<file path="config.mk">
export PLATFORM = sky130hd
export DESIGN_NAME = midi_note_arpeggiator_top_flat
export DESIGN_NICKNAME = d
export VERILOG_FILES = /design/src/rtl/mna_pkg.sv /design/src/rtl/mna_if.sv /design/src/rtl/mna_div.sv /design/src/rtl/mna_notes.sv /design/src/rtl/midi_note_arpeggiator_top.sv /design/src/flat_wrapper.sv
export SDC_FILE = /design/constraint.sdc
export NUM_CORES = 1
export LEC_CHECK = 0
export ABC_AREA = 1
export BUFFER_PORTS_ARGS = -buffer_cell sky130_fd_sc_hd__buf_2
export CAP_MARGIN = 20
export CORE_ASPECT_RATIO = 1.4
export CORE_MARGIN = 8
export CORE_UTILIZATION = 56
export CTS_BUF_LIST = sky130_fd_sc_hd__clkbuf_8 sky130_fd_sc_hd__clkbuf_16
export CTS_CLUSTER_DIAMETER = 80
export DETAILED_ROUTE_END_ITERATION = 12
export PLACE_DENSITY = 0.77
export SLEW_MARGIN = 20
export SYNTH_ARGS = -nofsm -noshare
export SYNTH_HDL_FRONTEND = slang
export SYNTH_SLANG_ARGS = --single-unit
</file>
<file path="constraint.sdc">
create_clock -name clk -period 4.1 [get_ports clk]
set_input_delay 1.025 -clock clk [delete_from_list [all_inputs] [get_ports clk]]
set_output_delay 1.025 -clock clk [all_outputs]
set_load 0.005 [all_outputs]
</file>
<file path="src/rtl/mna_pkg.sv">
package mna_pkg;

	localparam int NOTE_W    = 7;
	localparam int COUNT_W   = 13;
	localparam int OFFSET_W  = 12;
	localparam int ELAPSED_W = 16;
	localparam int DIV_W     = 16;
	localparam int APB_AW    = 5;
	localparam int APB_DW    = 32;
	localparam int SEMITONES = 12;

	localparam logic [1:0] MODE_NOTE_ON  = 2'd0;
	localparam logic [1:0] MODE_NOTE_OFF = 2'd1;
	localparam logic [1:0] MODE_TICK     = 2'd2;

	localparam logic [1:0] PAT_UP     = 2'd0;
	localparam logic [1:0] PAT_DOWN   = 2'd1;
	localparam logic [1:0] PAT_UPDOWN = 2'd2;

	localparam logic [2:0] REG_PATTERN     = 3'd0;
	localparam logic [2:0] REG_OCT_RISES   = 3'd1;
	localparam logic [2:0] REG_OCT_COUNT   = 3'd2;
	localparam logic [2:0] REG_STEP_PERIOD = 3'd3;
	localparam logic [2:0] REG_FIRST_STEP  = 3'd4;

	localparam logic [1:0]           RST_PATTERN    = PAT_UP;
	localparam logic                 RST_OCT_RISES  = 1'b1;
	localparam logic [3:0]           RST_OCT_COUNT  = 4'd1;
	localparam logic [ELAPSED_W-1:0] RST_STEP       = 16'd6615;
	localparam logic [ELAPSED_W-1:0] RST_FIRST_STEP = 16'd6615;

	typedef struct packed {
		logic              start;
		logic              remove;
		logic [NOTE_W-1:0] note;
	} notes_req_t;

endpackage

</file>
<file path="src/rtl/mna_if.sv">
interface mna_in_if import mna_pkg::*; ();
	logic               valid;
	logic               ready;
	logic [1:0]         mode;
	logic [NOTE_W-1:0]  note_number;
	logic [COUNT_W-1:0] sample_count;

	modport source (output valid, output mode, output note_number, output sample_count,
		input ready);
	modport sink (input valid, input mode, input note_number, input sample_count,
		output ready);
endinterface

interface mna_out_if import mna_pkg::*; ();
	logic                valid;
	logic                ready;
	logic                is_note_on;
	logic [NOTE_W-1:0]   out_note;
	logic [OFFSET_W-1:0] sample_offset;
	logic                last_of_run;

	modport source (output valid, output is_note_on, output out_note, output sample_offset,
		output last_of_run, input ready);
	modport sink (input valid, input is_note_on, input out_note, input sample_offset,
		input last_of_run, output ready);
endinterface

</file>
<file path="src/rtl/mna_div.sv">
module mna_div import mna_pkg::*; #(
	parameter int DW = 17
) (
	input  logic             clk,
	input  logic             arst_n,
	input  logic             start,
	input  logic [DW-1:0]    dividend,
	input  logic [DIV_W-1:0] divisor,
	output logic             busy,
	output logic [DW-1:0]    quot,
	output logic [DIV_W-1:0] rem
);

	localparam int CNTW = $clog2(DW + 1);

	logic [CNTW-1:0]  cnt_q;
	logic [DW-1:0]    q_q;
	logic [DIV_W-1:0] r_q;
	logic [DIV_W-1:0] d_q;
	logic [DIV_W:0]   trial;
	logic [DIV_W:0]   diff;
	logic             take;

	// one quotient bit per cycle, restoring
	assign trial = {r_q, q_q[DW-1]};
	assign diff  = trial - {1'b0, d_q};
	assign take  = trial >= {1'b0, d_q};

	always_ff @(posedge clk or negedge arst_n) begin
		if (!arst_n) begin
			cnt_q <= '0;
		end else if (start) begin
			cnt_q <= CNTW'(DW);
		end else if (cnt_q != '0) begin
			cnt_q <= cnt_q - 1'b1;
		end
	end

	always_ff @(posedge clk) begin
		if (start) begin
			q_q <= dividend;
			r_q <= '0;
			d_q <= divisor;
		end else if (cnt_q != '0) begin
			q_q <= {q_q[DW-2:0], take};
			r_q <= take ? diff[DIV_W-1:0] : trial[DIV_W-1:0];
		end
	end

	assign busy = cnt_q != '0;
	assign quot = q_q;
	assign rem  = r_q;

endmodule

</file>
<file path="src/rtl/mna_notes.sv">
module mna_notes import mna_pkg::*; #(
	parameter int MAX_HELD = 16
) (
	input  logic                       clk,
	input  logic                       arst_n,
	input  notes_req_t                 req,
	output logic                       busy,
	output logic [$clog2(MAX_HELD+1)-1:0] count,
	input  logic [((MAX_HELD > 1) ? $clog2(MAX_HELD) : 1)-1:0] rd_addr,
	output logic [NOTE_W-1:0]          rd_data
);

	localparam int IW = (MAX_HELD > 1) ? $clog2(MAX_HELD) : 1;
	localparam int CW = $clog2(MAX_HELD + 1);

	typedef enum logic [2:0] {
		N_IDLE, N_SCAN, N_UP_RD, N_UP_WR, N_UP_FIN, N_DN_RD, N_DN_WR, N_DONE
	} nstate_t;

	nstate_t           st_q;
	logic [IW-1:0]     i_q;
	logic [IW-1:0]     p_q;
	logic [IW-1:0]     j_q;
	logic [NOTE_W-1:0] note_q;
	logic              rm_q;
	logic [CW-1:0]     count_q;

	logic [NOTE_W-1:0] mem [MAX_HELD];
	logic [NOTE_W-1:0] rdata_q;
	logic              we;
	logic [IW-1:0]     wa;
	logic [NOTE_W-1:0] wd;
	logic [IW-1:0]     ra;
	logic              last;

	assign last = (CW'(i_q) + 1'b1) == count_q;

	always_comb begin
		ra = rd_addr;
		we = 1'b0;
		wa = j_q;
		wd = rdata_q;
		unique case (st_q)
			N_IDLE: begin
				if (req.start) begin
					ra = '0;
					if (!req.remove && count_q == '0 && CW'(MAX_HELD) != '0) begin
						we = 1'b1;
						wa = '0;
						wd = req.note;
					end
				end
			end
			N_SCAN: begin
				ra = i_q + 1'b1;
				if (!rm_q && rdata_q < note_q && last) begin
					we = 1'b1;
					wa = IW'(count_q);
					wd = note_q;
				end
			end
			N_UP_RD: ra = j_q - 1'b1;
			N_UP_WR: we = 1'b1;
			N_UP_FIN: begin
				we = 1'b1;
				wa = p_q;
				wd = note_q;
			end
			N_DN_RD: ra = j_q + 1'b1;
			N_DN_WR: we = 1'b1;
			N_DONE: ;
			default: ;
		endcase
	end

	always_ff @(posedge clk) begin
		if (we) begin
			mem[wa] <= wd;
		end
		rdata_q <= mem[ra];
	end

	always_ff @(posedge clk or negedge arst_n) begin
		if (!arst_n) begin
			st_q    <= N_IDLE;
			count_q <= '0;
			i_q     <= '0;
			p_q     <= '0;
			j_q     <= '0;
			note_q  <= '0;
			rm_q    <= 1'b0;
		end else begin
			unique case (st_q)
				N_IDLE: begin
					if (req.start) begin
						note_q <= req.note;
						rm_q   <= req.remove;
						i_q    <= '0;
						if (req.remove) begin
							st_q <= (count_q == '0) ? N_DONE : N_SCAN;
						end else if (count_q >= CW'(MAX_HELD)) begin
							st_q <= N_DONE;
						end else if (count_q == '0) begin
							count_q <= count_q + 1'b1;
							st_q    <= N_DONE;
						end else begin
							st_q <= N_SCAN;
						end
					end
				end
				N_SCAN: begin
					if (rdata_q == note_q) begin
						if (!rm_q) begin
							st_q <= N_DONE;
						end else if (last) begin
							count_q <= count_q - 1'b1;
							st_q    <= N_DONE;
						end else begin
							j_q  <= i_q;
							st_q <= N_DN_RD;
						end
					end else if (rdata_q > note_q) begin
						if (rm_q) begin
							st_q <= N_DONE;
						end else begin
							p_q  <= i_q;
							j_q  <= IW'(count_q);
							st_q <= N_UP_RD;
						end
					end else if (last) begin
						// append at the top end
						if (!rm_q) begin
							count_q <= count_q + 1'b1;
						end
						st_q <= N_DONE;
					end else begin
						i_q <= i_q + 1'b1;
					end
				end
				N_UP_RD: st_q <= N_UP_WR;
				N_UP_WR: begin
					j_q  <= j_q - 1'b1;
					st_q <= ((j_q - 1'b1) == p_q) ? N_UP_FIN : N_UP_RD;
				end
				N_UP_FIN: begin
					count_q <= count_q + 1'b1;
					st_q    <= N_DONE;
				end
				N_DN_RD: st_q <= N_DN_WR;
				N_DN_WR: begin
					if ((CW'(j_q) + 2'd2) == count_q) begin
						count_q <= count_q - 1'b1;
						st_q    <= N_DONE;
					end else begin
						j_q  <= j_q + 1'b1;
						st_q <= N_DN_RD;
					end
				end
				N_DONE: st_q <= N_IDLE;
				default: st_q <= N_IDLE;
			endcase
		end
	end

	assign busy    = st_q != N_IDLE;
	assign count   = count_q;
	assign rd_data = rdata_q;

endmodule

</file>
<file path="src/rtl/midi_note_arpeggiator_top.sv">
// MIDI arpeggiator. Note-on and note-off transactions edit a sorted set of up to MAX_HELD
// held notes; tick transactions advance a sample counter and, when the step period runs
// out, give a note-off for the sounding note and a note-on for the next arpeggio note
// (up, down or up-down over octave_count octaves), both at the same offset in the tick
// block; last_of_run marks the final event of a tick. One transaction is taken at a time.
// A note edit reads the note memory once per scan step and reads and writes it once per
// shifted entry. A tick with a step and with notes held runs three divisions in turn on
// one bit-serial divider, then delivers its events one at a time, holding while the
// output is stalled. The user must write registers over the APB port only while the
// block is idle; the block itself does not enforce this.
module midi_note_arpeggiator_top import mna_pkg::*; #(
	parameter int MAX_HELD    = 16,
	parameter int MAX_OCTAVES = 8,
	parameter int MAX_BLOCK   = 4096
) (
	input  logic              clk,
	input  logic              arst_n,
	mna_in_if.sink            notes_in,
	mna_out_if.source         events_out,
	input  logic              psel,
	input  logic              penable,
	input  logic              pwrite,
	input  logic [APB_AW-1:0] paddr,
	input  logic [APB_DW-1:0] pwdata,
	output logic [APB_DW-1:0] prdata,
	output logic              pready
);

	localparam int IW   = (MAX_HELD > 1) ? $clog2(MAX_HELD) : 1;
	localparam int CW   = $clog2(MAX_HELD + 1);
	localparam int LW   = $clog2(2 * MAX_HELD + 1);
	localparam int SCW  = $clog2(2 * MAX_HELD * MAX_OCTAVES);
	localparam int NBW  = $clog2(MAX_BLOCK + 1);
	localparam int CMPW = (NBW > COUNT_W) ? NBW : COUNT_W;
	localparam int OW   = (ELAPSED_W > NBW) ? ELAPSED_W : NBW;
	localparam int TOTW = OW + 1;
	localparam int DW   = (TOTW > SCW + 1) ? TOTW : SCW + 1;
	localparam int NW   = SCW + 6;

	typedef enum logic [3:0] {
		T_IDLE, T_NOTES, T_EVAL, T_DIV_IDX, T_ADDR, T_NOTE, T_DIV_CNT, T_DIV_EL,
		T_EMIT_OFF, T_EMIT_ON
	} tstate_t;

	// configuration registers
	logic [1:0]           pattern_q;
	logic                 oct_rises_q;
	logic [3:0]           oct_count_q;
	logic [ELAPSED_W-1:0] step_period_q;
	logic [ELAPSED_W-1:0] first_step_q;
	logic [2:0]           reg_idx;
	logic                 cfg_wr;

	assign reg_idx = paddr[4:2];
	assign cfg_wr  = psel && penable && pwrite;
	assign pready  = 1'b1;

	always_ff @(posedge clk or negedge arst_n) begin
		if (!arst_n) begin
			pattern_q     <= RST_PATTERN;
			oct_rises_q   <= RST_OCT_RISES;
			oct_count_q   <= RST_OCT_COUNT;
			step_period_q <= RST_STEP;
			first_step_q  <= RST_FIRST_STEP;
		end else if (cfg_wr) begin
			unique case (reg_idx)
				REG_PATTERN:     pattern_q     <= pwdata[1:0];
				REG_OCT_RISES:   oct_rises_q   <= pwdata[0];
				REG_OCT_COUNT:   oct_count_q   <= pwdata[3:0];
				REG_STEP_PERIOD: step_period_q <= pwdata[ELAPSED_W-1:0];
				REG_FIRST_STEP:  first_step_q  <= pwdata[ELAPSED_W-1:0];
				default: ;
			endcase
		end
	end

	always_comb begin
		unique case (reg_idx)
			REG_PATTERN:     prdata = APB_DW'(pattern_q);
			REG_OCT_RISES:   prdata = APB_DW'(oct_rises_q);
			REG_OCT_COUNT:   prdata = APB_DW'(oct_count_q);
			REG_STEP_PERIOD: prdata = APB_DW'(step_period_q);
			REG_FIRST_STEP:  prdata = APB_DW'(first_step_q);
			default:         prdata = '0;
		endcase
	end

	// sequencer state
	tstate_t              st_q;
	logic [SCW-1:0]       step_cnt_q;
	logic [ELAPSED_W-1:0] elapsed_q;
	logic [NOTE_W-1:0]    sounding_note_q;
	logic                 sounding_valid_q;
	logic [NBW-1:0]       n_q;
	logic [ELAPSED_W-1:0] period_q;
	logic [TOTW-1:0]      total_q;
	logic [NBW-1:0]       off_q;
	logic [NOTE_W-1:0]    off_note_q;
	logic                 off_pend_q;
	logic                 on_pend_q;
	logic [LW-1:0]        idx_q;
	logic [SCW-1:0]       oct_q;

	logic                  out_valid_q;
	logic                  out_on_q;
	logic [NOTE_W-1:0]     out_note_q;
	logic [OFFSET_W-1:0]   out_off_q;
	logic                  out_last_q;

	// note store and divider
	notes_req_t        nreq;
	logic              notes_busy;
	logic [CW-1:0]     held;
	logic [IW-1:0]     rd_addr;
	logic [NOTE_W-1:0] rd_data;

	logic             div_start;
	logic [DW-1:0]    div_dividend;
	logic [DIV_W-1:0] div_divisor;
	logic             div_busy;
	logic [DW-1:0]    div_quot;
	logic [DIV_W-1:0] div_rem;

	logic                 in_ready;
	logic                 in_accept;
	logic                 slot_free;
	logic                 emit;
	logic [CMPW-1:0]      cnt_ext;
	logic [NBW-1:0]       n_sat;
	logic [ELAPSED_W-1:0] period_sel;
	logic                 fire;
	logic [ELAPSED_W:0]   diff;
	logic [NBW-1:0]       off_calc;
	logic [3:0]           oct_n;
	logic [LW-1:0]        h_len;
	logic [LW-1:0]        seq_len;
	logic [LW+3:0]        seq_mod;
	logic [LW-1:0]        addr_full;
	logic                 rises;
	logic [NW-1:0]        oct12;
	logic [NW-1:0]        note_calc;
	logic                 note_ok;

	assign in_ready  = (st_q == T_IDLE) && !notes_busy;
	assign in_accept = notes_in.valid && in_ready;
	assign slot_free = !out_valid_q || events_out.ready;
	assign emit      = (st_q == T_EMIT_OFF || st_q == T_EMIT_ON) && slot_free;

	assign nreq.start  = in_accept &&
		(notes_in.mode == MODE_NOTE_ON || notes_in.mode == MODE_NOTE_OFF);
	assign nreq.remove = notes_in.mode == MODE_NOTE_OFF;
	assign nreq.note   = notes_in.note_number;

	assign cnt_ext = CMPW'(notes_in.sample_count);
	assign n_sat   = (cnt_ext > CMPW'(MAX_BLOCK)) ? NBW'(MAX_BLOCK) : NBW'(cnt_ext);

	always_comb begin
		period_sel = (step_cnt_q == '0) ? first_step_q : step_period_q;
		if (period_sel == '0) begin
			period_sel = ELAPSED_W'(1);
		end
	end

	assign fire = total_q >= TOTW'(period_q);

	// offset = clamp(period - elapsed, 0, n - 1)
	assign diff = {1'b0, period_q} - {1'b0, elapsed_q};
	always_comb begin
		if (diff[ELAPSED_W] || n_q == '0) begin
			off_calc = '0;
		end else if (OW'(diff[ELAPSED_W-1:0]) > OW'(n_q) - 1'b1) begin
			off_calc = n_q - 1'b1;
		end else begin
			off_calc = NBW'(diff[ELAPSED_W-1:0]);
		end
	end

	always_comb begin
		if (oct_count_q == '0) begin
			oct_n = 4'd1;
		end else if (oct_count_q > 4'(MAX_OCTAVES)) begin
			oct_n = 4'(MAX_OCTAVES);
		end else begin
			oct_n = oct_count_q;
		end
	end

	assign h_len   = LW'(held);
	assign seq_len = (pattern_q == PAT_UPDOWN) ? LW'(h_len << 1) : h_len;
	assign seq_mod = (LW+4)'(seq_len) * (LW+4)'(oct_n);

	always_comb begin
		case (pattern_q)
			PAT_DOWN:   addr_full = h_len - 1'b1 - idx_q;
			PAT_UPDOWN: addr_full = (idx_q < h_len) ? idx_q :
				LW'((h_len << 1) - 1'b1 - idx_q);
			default:    addr_full = idx_q;
		endcase
	end
	assign rd_addr = IW'(addr_full);

	always_comb begin
		case (pattern_q)
			PAT_DOWN:   rises = 1'b0;
			PAT_UPDOWN: rises = oct_rises_q;
			default:    rises = 1'b1;
		endcase
	end

	assign oct12     = NW'(oct_q) * NW'(SEMITONES);
	assign note_calc = rises ? NW'(rd_data) + oct12 : NW'(rd_data) - oct12;
	assign note_ok   = note_calc[NW-1:NOTE_W] == '0;

	always_comb begin
		div_start    = 1'b0;
		div_dividend = DW'(step_cnt_q);
		div_divisor  = DIV_W'(seq_len);
		unique case (st_q)
			T_EVAL: div_start = fire && held != '0;
			T_NOTE: begin
				div_start    = 1'b1;
				div_dividend = DW'(step_cnt_q) + 1'b1;
				div_divisor  = DIV_W'(seq_mod);
			end
			T_DIV_CNT: begin
				div_start    = !div_busy;
				div_dividend = DW'(total_q);
				div_divisor  = period_q;
			end
			default: ;
		endcase
	end

	always_ff @(posedge clk or negedge arst_n) begin
		if (!arst_n) begin
			st_q             <= T_IDLE;
			step_cnt_q       <= '0;
			elapsed_q        <= '0;
			sounding_note_q  <= '0;
			sounding_valid_q <= 1'b0;
			off_pend_q       <= 1'b0;
			on_pend_q        <= 1'b0;
			out_valid_q      <= 1'b0;
		end else begin
			if (events_out.ready && !emit) begin
				out_valid_q <= 1'b0;
			end
			unique case (st_q)
				T_IDLE: begin
					if (in_accept) begin
						n_q      <= n_sat;
						period_q <= period_sel;
						total_q  <= TOTW'(elapsed_q) + TOTW'(n_sat);
						if (nreq.start) begin
							st_q <= T_NOTES;
						end else if (notes_in.mode == MODE_TICK) begin
							st_q <= T_EVAL;
						end
					end
				end
				T_NOTES: begin
					if (!notes_busy) begin
						st_q <= T_IDLE;
					end
				end
				T_EVAL: begin
					if (!fire) begin
						elapsed_q <= ELAPSED_W'(total_q);
						st_q      <= T_IDLE;
					end else begin
						off_q            <= off_calc;
						off_note_q       <= sounding_note_q;
						off_pend_q       <= sounding_valid_q;
						on_pend_q        <= 1'b0;
						sounding_valid_q <= 1'b0;
						if (held == '0) begin
							step_cnt_q <= '0;
							elapsed_q  <= '0;
							st_q       <= sounding_valid_q ? T_EMIT_OFF : T_IDLE;
						end else begin
							st_q <= T_DIV_IDX;
						end
					end
				end
				T_DIV_IDX: begin
					if (!div_busy) begin
						idx_q <= LW'(div_rem);
						oct_q <= SCW'(div_quot);
						st_q  <= T_ADDR;
					end
				end
				T_ADDR: st_q <= T_NOTE;
				T_NOTE: begin
					if (note_ok) begin
						sounding_note_q  <= NOTE_W'(note_calc);
						sounding_valid_q <= 1'b1;
						on_pend_q        <= 1'b1;
					end
					st_q <= T_DIV_CNT;
				end
				T_DIV_CNT: begin
					if (!div_busy) begin
						step_cnt_q <= SCW'(div_rem);
						st_q       <= T_DIV_EL;
					end
				end
				T_DIV_EL: begin
					if (!div_busy) begin
						elapsed_q <= ELAPSED_W'(div_rem);
						if (off_pend_q) begin
							st_q <= T_EMIT_OFF;
						end else if (on_pend_q) begin
							st_q <= T_EMIT_ON;
						end else begin
							st_q <= T_IDLE;
						end
					end
				end
				T_EMIT_OFF: begin
					if (slot_free) begin
						out_valid_q <= 1'b1;
						out_on_q    <= 1'b0;
						out_note_q  <= off_note_q;
						out_off_q   <= OFFSET_W'(off_q);
						out_last_q  <= !on_pend_q;
						off_pend_q  <= 1'b0;
						st_q        <= on_pend_q ? T_EMIT_ON : T_IDLE;
					end
				end
				T_EMIT_ON: begin
					if (slot_free) begin
						out_valid_q <= 1'b1;
						out_on_q    <= 1'b1;
						out_note_q  <= sounding_note_q;
						out_off_q   <= OFFSET_W'(off_q);
						out_last_q  <= 1'b1;
						on_pend_q   <= 1'b0;
						st_q        <= T_IDLE;
					end
				end
				default: st_q <= T_IDLE;
			endcase
		end
	end

	mna_notes #(
		.MAX_HELD (MAX_HELD)
	) u_notes (
		.clk     (clk),
		.arst_n  (arst_n),
		.req     (nreq),
		.busy    (notes_busy),
		.count   (held),
		.rd_addr (rd_addr),
		.rd_data (rd_data)
	);

	mna_div #(
		.DW (DW)
	) u_div (
		.clk      (clk),
		.arst_n   (arst_n),
		.start    (div_start),
		.dividend (div_dividend),
		.divisor  (div_divisor),
		.busy     (div_busy),
		.quot     (div_quot),
		.rem      (div_rem)
	);

	assign notes_in.ready           = in_ready;
	assign events_out.valid         = out_valid_q;
	assign events_out.is_note_on    = out_on_q;
	assign events_out.out_note      = out_note_q;
	assign events_out.sample_offset = out_off_q;
	assign events_out.last_of_run   = out_last_q;

	a_held_bound: assert property (@(posedge clk) disable iff (!arst_n)
		held <= CW'(MAX_HELD))
		else $error("held note count above capacity");

	a_div_idle_start: assert property (@(posedge clk) disable iff (!arst_n)
		div_start |-> !div_busy)
		else $error("divider restarted while busy");

	a_step_bound: assert property (@(posedge clk) disable iff (!arst_n)
		(st_q == T_DIV_CNT && !div_busy) |=> (step_cnt_q < $past(seq_mod)))
		else $error("step counter not below pattern length");

endmodule
</file>
<file path="src/flat_wrapper.sv">
// flat-port wrapper written by rule: the top's interface ports become plain ports
module midi_note_arpeggiator_top_flat import mna_pkg::*;
#(
	parameter int MAX_HELD    = 16,
	parameter int MAX_OCTAVES = 8,
	parameter int MAX_BLOCK   = 4096
)
  (clk, arst_n, psel, penable, pwrite, paddr, pwdata, prdata, pready, notes_in_valid, notes_in_mode, notes_in_note_number, notes_in_sample_count, notes_in_ready, events_out_valid, events_out_is_note_on, events_out_out_note, events_out_sample_offset, events_out_last_of_run, events_out_ready);
  mna_in_if notes_in_i ();
  mna_out_if events_out_i ();
  input  logic clk;
  input  logic arst_n;
  input  logic psel;
  input  logic penable;
  input  logic pwrite;
  input  logic [APB_AW-1:0] paddr;
  input  logic [APB_DW-1:0] pwdata;
  output logic [APB_DW-1:0] prdata;
  output logic pready;
  input wire logic [$bits(notes_in_i.valid)-1:0] notes_in_valid;
  input wire logic [$bits(notes_in_i.mode)-1:0] notes_in_mode;
  input wire logic [$bits(notes_in_i.note_number)-1:0] notes_in_note_number;
  input wire logic [$bits(notes_in_i.sample_count)-1:0] notes_in_sample_count;
  output wire logic [$bits(notes_in_i.ready)-1:0] notes_in_ready;
  output wire logic [$bits(events_out_i.valid)-1:0] events_out_valid;
  output wire logic [$bits(events_out_i.is_note_on)-1:0] events_out_is_note_on;
  output wire logic [$bits(events_out_i.out_note)-1:0] events_out_out_note;
  output wire logic [$bits(events_out_i.sample_offset)-1:0] events_out_sample_offset;
  output wire logic [$bits(events_out_i.last_of_run)-1:0] events_out_last_of_run;
  input wire logic [$bits(events_out_i.ready)-1:0] events_out_ready;
  assign notes_in_i.valid = notes_in_valid;
  assign notes_in_i.mode = notes_in_mode;
  assign notes_in_i.note_number = notes_in_note_number;
  assign notes_in_i.sample_count = notes_in_sample_count;
  assign notes_in_ready = notes_in_i.ready;
  assign events_out_valid = events_out_i.valid;
  assign events_out_is_note_on = events_out_i.is_note_on;
  assign events_out_out_note = events_out_i.out_note;
  assign events_out_sample_offset = events_out_i.sample_offset;
  assign events_out_last_of_run = events_out_i.last_of_run;
  assign events_out_i.ready = events_out_ready;
  midi_note_arpeggiator_top #(.MAX_HELD(MAX_HELD), .MAX_OCTAVES(MAX_OCTAVES), .MAX_BLOCK(MAX_BLOCK)) u_core (.clk(clk), .arst_n(arst_n), .notes_in(notes_in_i), .events_out(events_out_i), .psel(psel), .penable(penable), .pwrite(pwrite), .paddr(paddr), .pwdata(pwdata), .prdata(prdata), .pready(pready));
endmodule
</file>
* Yosys cells after proc, flatten, opt, wreduce, memory -nomap -nowiden *
Memories as Yosys holds them, arrays and structs flattened. A register that Yosys moved wholly into a read port is not among the register bits.
Cells that the tools add are included.

storage, ports and cells
  bits in registers = 260
  RAM bits = 112
  output and inout bits = 56
  word-level logic and storage cells = 308
  memories = 1

operators by class
  add/sub/neg operators = 20
  multiply operators = 2
  order comparisons = 9
  eq/ne operators = 56
  multiplexer cells = 112
  bitwise logic cells = 3
  reduce and logical (&&, ||, !) cells = 70

memories
  memory              depth  width  read ports  clocked after memory_dff  write ports  RTL line         text
  u_core.u_notes.mem  16     7      1           1                         1            mna_notes.sv:28  logic [NOTE_W-1:0] mem [MAX_HELD];

operators by type and width
  cell                                           count
  2-to-1 mux 4 bit                               31
  2-to-1 mux 16 bit                              5
  one-hot mux 16 bit (5 select lines)            1
  2-to-1 mux 5 bit                               13
  one-hot mux 16 bit (2 select lines)            2
  one-hot mux 4 bit (10 select lines)            1
  2-to-1 mux 7 bit                               5
  >= comparator 17 x 16 -> 1 bit                 2
  2-to-1 mux 17 bit                              2
  one-hot mux 17 bit (2 select lines)            1
  2-to-1 mux 3 bit                               9
  2-to-1 mux 8 bit                               3
  inequality test 2 bit, second input constant   12
  one-hot mux 3 bit (8 select lines)             1
  one-hot mux 4 bit (3 select lines)             2
  one-hot mux 7 bit (3 select lines)             1
  AND reduction 3 bit                            7
  one-hot mux 5 bit (4 select lines)             1
  inequality test 3 bit, second input constant   6
  adder 16 x 13 -> 17 bit                        1
  subtractor 16 x 16 -> 17 bit                   1
  == test 4 x 3 -> 1 bit, second input constant  4
  greater-than comparator 16 bit                 1
  logical NOT 16 bit                             1
  other kinds (70)                               159

* Depth between registers and ports, before layout *
  word-level depth = 9
  depth in mapped cells = 25
  mapped depth without buffers = 24

* Cells and area by module *
Synthesis repeated with hierarchy kept, for this count alone.

unflattened totals
  cells, all modules = 2,737
  area total of the unflattened synthesis = 23,127.2 µm²

modules (own cells, without submodules)
  module                     instances  cells an instance  area an instance (µm²)  seq. area each (µm²)
  midi_note_arpeggiator_top  1          1,505              12,326.8                4,979.8
  mna_notes                  1          795                7,482.2                 4,204.0
  mna_div                    1          437                3,318.2                 1,436.4

* Worst setup path before layout *
No wires, ideal clock.

  path type = flip-flop to flip-flop
  start = register u_core.pattern_q[0]
  end = register u_core.u_div.d_q[9], data pin
  arrival time = 3,595 ps
  slack = 237 ps
  cell stages (with the launch flop) = 23
  buffers on the path = 2
  clock period less this slack = 3,863 ps
  cell sequence = dfrtp_1 > inv_1 > ha_1 > buf_2 > clkbuf_1 > o21ai_0 > inv_1 > nor2_1 > fa_1 > inv_1 > fa_1 > inv_1 > ha_1 > a21oi_1 > nand2_1 > nand2_1 > nand2_1 > a21oi_1 > nor2_1 > nor2_1 > o21bai_1 > o21ai_0 > o21ai_0

between the ends
  word-level cells in the longest chain between the ends = 4

ends and longest elaborated chain
  what                                 RTL line                          text
  start, declared                      midi_note_arpeggiator_top.sv:46   logic [1:0] pattern_q;
  start signal, assigned               midi_note_arpeggiator_top.sv:67   REG_PATTERN: pattern_q <= pwdata[1:0];
  == test 2 bit                        midi_note_arpeggiator_top.sv:189  assign seq_len = (pattern_q == PAT_UPDOWN) ? LW'(h_len << 1) : h_len;
  2-to-1 mux 6 bit                     midi_note_arpeggiator_top.sv:189
  multiplier 6 x 4 -> 10 bit           midi_note_arpeggiator_top.sv:190  assign seq_mod = (LW+4)'(seq_len) * (LW+4)'(oct_n);
  one-hot mux 16 bit (2 select lines)  midi_note_arpeggiator_top.sv:218  unique case (st_q)
  via u_core.div_divisor[9]            midi_note_arpeggiator_top.sv:119  logic [DIV_W-1:0] div_divisor;
  end signal, assigned                 mna_div.sv:43                     d_q <= divisor;
  end, declared                        mna_div.sv:19                     logic [DIV_W-1:0] d_q;

The timed path passes the listed nets, and every way through them passes these cells.
A chain may end at the register's enable or synchronous reset.

* Worst setup path after layout *
  start = register u_core.pattern_q[1]
  end = register u_core.u_div.d_q[8], data pin

The elaborated chain is that of the path after synthesis.

==> metrics.cfg <==
[sta]
rsz0062_at_grt = no
worst_slack_ns = 0.299
fin_crit_sh = 0.927
hold_viol_final = 0
max_freq_ghz = 0.263
fin_crit_ns = 3.80
setup_viol_count_final = 0
drv_slew = 0
finClkSkew_ns = 0.0170
setup_tns_ns = 0
worstMarginPinSlew_ns = 0.985
relSlewSlack = 0.339

[cts]
clk_pin_slew_worst_paths_ns = 0.06
cts_buffer_depth = 3
cts_buffers = 39
tritoncts = done
cts_root_buffer = clkbuf_16
clock_sinks = 379
clock_latency_ns = 0.54
cts_max_level = 2

[detailed_routing]
post_drt_wl_per_cell_um = 18.3
vias_per_cell = 5.62
wl_um = 62300
initialDrtViolationCount = 1567
drcViolationCount = 0
vias = 19200
ant_nets = 0
first_pass_iters = 6

[critical_path]
arrival_ns = 4.06
critPathMaxFanout = 7
cp_cell_sequence = ha_4 > buf_4 > nand2_1 > o21ai_0 > inv_1 > buf_4 > nor2_1 > fa_1 > inv_1 > fa_1 > inv_1 > ha_1 > a21oi_1 > nor2_1 > nor2_1 > nor2_1 > nor2_1 > xor2_1 > o22ai_1
critPathCaptureType = register
cp_slowest_cell = fa_1
worstPathRequired_ns = 4.36
start_kind = register
crit_path_max_incr_delay_ns = 0.53
critPathBufInv = 5
crit_top_cell = nor2_1
cp_top_family = adder cells
timing_worst_setup_path_type = reg -> reg

[synthesis]
syn_avg_cell_area_um2 = 8.45
muxShareOfSynthArea = 0.000489
synth_seq_cells = 379
synth-xor-area-share = 0.0293
synth-simple-area-share = 0.221
synthTopCellsByArea = edfxtp_1, dfrtp_1, nand2_1
synth-edff-count = 245
synth-async-reset-ratio = 0.293
synth_fa_ha_area_frac = 0.0900
synthesis.area_um2 = 23000
synthFlopType = edfxtp_1
synthCells = 2722
synth_top_family_by_area = simple AND/OR/NAND/NOR gates
synth_compound_area_frac = 0.113
synth_area_leader_cell = edfxtp_1
ys_types = 62
synth-seq-area-share = 0.462
yosysTopAreaCellShare = 0.320
ys_warn_count = 0

[placement]
place_hpwl_um = 47100
portBuffers = 86
place_congestion = 0.967
place_ws_ns = 0.157

[cells_and_area]
syn2layout_area_growth_pct = 11.0
multi_input_area_um2 = 10500
final_core_util = 0.625
layout-drive-gt1-share = 0.102
nFillCells = 3466
nNetsFinal = 3064
seq_area_um2 = 10600
diodes = 0

[hold_path]
hp-class = reg -> reg

[die]
die_width_um = 187
floorplan.rows = 88
die_h_um = 256
dieArea_um2 = 47900
core_um2 = 40800
start_util = 0.563
ios = 122

[global_routing]
grt-ovfl-total = 0
grt_pass1_wl_um = 98900
grt_max_degree = 57
grt_pass1_vias = 19100
antenna_found_initial = 0
grt.total_usage = 0.256

[power_and_ir_drop]
p_leak_nw = 11.7
powerDensity_nw_per_um2 = 777
peakVddDrop_mv = 0.461

[outcome]
status = complete, no violations

[run]
cap_violations = 0

synth_stat cells, types with 8 or more instances:
master / number
a211oi_1: 12
a21o_1: 8
a21oi_1: 133
a221oi_1: 10
a22oi_1: 8
buf_2: 24
buf_4: 25
clkbuf_1: 34
dfrtp_1: 91
dfstp_2: 20
dfxtp_1: 23
edfxtp_1: 245
fa_1: 16
ha_1: 140
inv_1: 373
inv_2: 11
nand2_1: 604
nand3_1: 195
nand3b_1: 46
nand4_1: 35
nor2_1: 219
nor2_2: 8
nor3_1: 29
o211ai_1: 14
o21ai_0: 218
o21ai_1: 8
or2_2: 8
xnor2_1: 21
xor2_1: 56
where the power goes:
group	leakage (nW)	switching [mW]	internal, mW
clock	0.660	1.48	2.10
sequential	3.83	0.689	5.51
combinational	7.21	6.79	3.29
state kept, by name (all words and copies together) (netlist names), 8 cells and up:
signal / flops
u_core.step_period_q: 16
u_core.off_q: 12
u_core.n_q: 13
u_core.elapsed_q: 16
u_core.u_div.d_q: 16
u_core.total_q: 17
u_core.oct_q: 8
u_core.u_div.rem: 16
u_core.period_q: 16
u_core.step_cnt_q: 8
u_core.u_div.quot: 17
u_core.events_out.sample_offset: 12
u_core.u_notes.mem: 112
u_core.first_step_q: 16
what timing repair did:
action	CTS	global route
setup buffers	0	2
hold buffers	0	0
endpoints found under the setup margin	0	12
gates resized for setup	0	9
per-layer routing:
layer  GRT usage  vias to the layer above  routed length [um]  part of all wire
met5           0                        -                   0                 0
met4       0.166                        0                4300             0.069
met3      0.0348                      222                3250             0.052
met2       0.463                      725               32000              0.51
met1       0.276                     8926               22800              0.37
li1            -                     9290                   -                 -
final cells by class:
| type | count | area share |
|---|---|---|
| clock buffer | 43 | 0.0412 |
| timing repair buffer | 155 | 0.0372 |
| multi-input combinational | 1878 | 0.413 |
| inverter | 389 | 0.0572 |
| sequential | 379 | 0.416 |
| clock inverter | 28 | 0.00931 |
| tap | 540 | 0.0264 |
cell usage in the layout, fill, tap and decap left out, drive strengths merged, types with 17 or more instances in the layout:
master,n
nor3,30
nand2,609
conb,17
dfxtp,23
nand3b,46
edfxtp,245
xnor2,21
inv,394
ha,140
dfstp,20
clkbuf,43
nand3,197
nor2,231
a21oi,136
o21ai,228
dfrtp,91
xor2,56
nand4,36
buf,155
final timing paths:
path                                           from                            endpoint  slack [ns]  cells past startpoint
worst max-delay path            u_core.pattern_q[1]                 u_core.u_div.d_q[8]        0.30                     19
worst min-delay path                u_core.off_q[1]  u_core.events_out.sample_offset[1]        0.42                      0
worst max register to register  u_core.pattern_q[1]                 u_core.u_div.d_q[8]        0.30                     19
worst min register to register      u_core.off_q[1]  u_core.events_out.sample_offset[1]        0.42                      0
max in group asynchronous                    arst_n                 u_core.pattern_q[1]        2.58                      2
min in group asynchronous                    arst_n                 u_core.elapsed_q[4]        0.46                      1
logic make-up after synthesis:
group	count (synthesis)
other	2
XOR/XNOR	77
adder cells (fa/ha/maj)	156
AO/OA/AOI/OAI	457
multiplexers	1
flip-flops	379
buffers and inverters	480
AND/OR/NAND/NOR	1170
per-stage QoR:
stage	hold slack, ns	total power, mW	instances	area (um2)
finish	0.417	19.9	3412	25500
floorplan	0.400	13.0	2737	23100
global route	0.431	21.2	3412	25500
detailed placement	0.405	16.1	3339	24200
CTS	0.419	19.7	3410	25500
global placement	0.402	15.8	3339	24200
(Power assumes the default switching activity.)
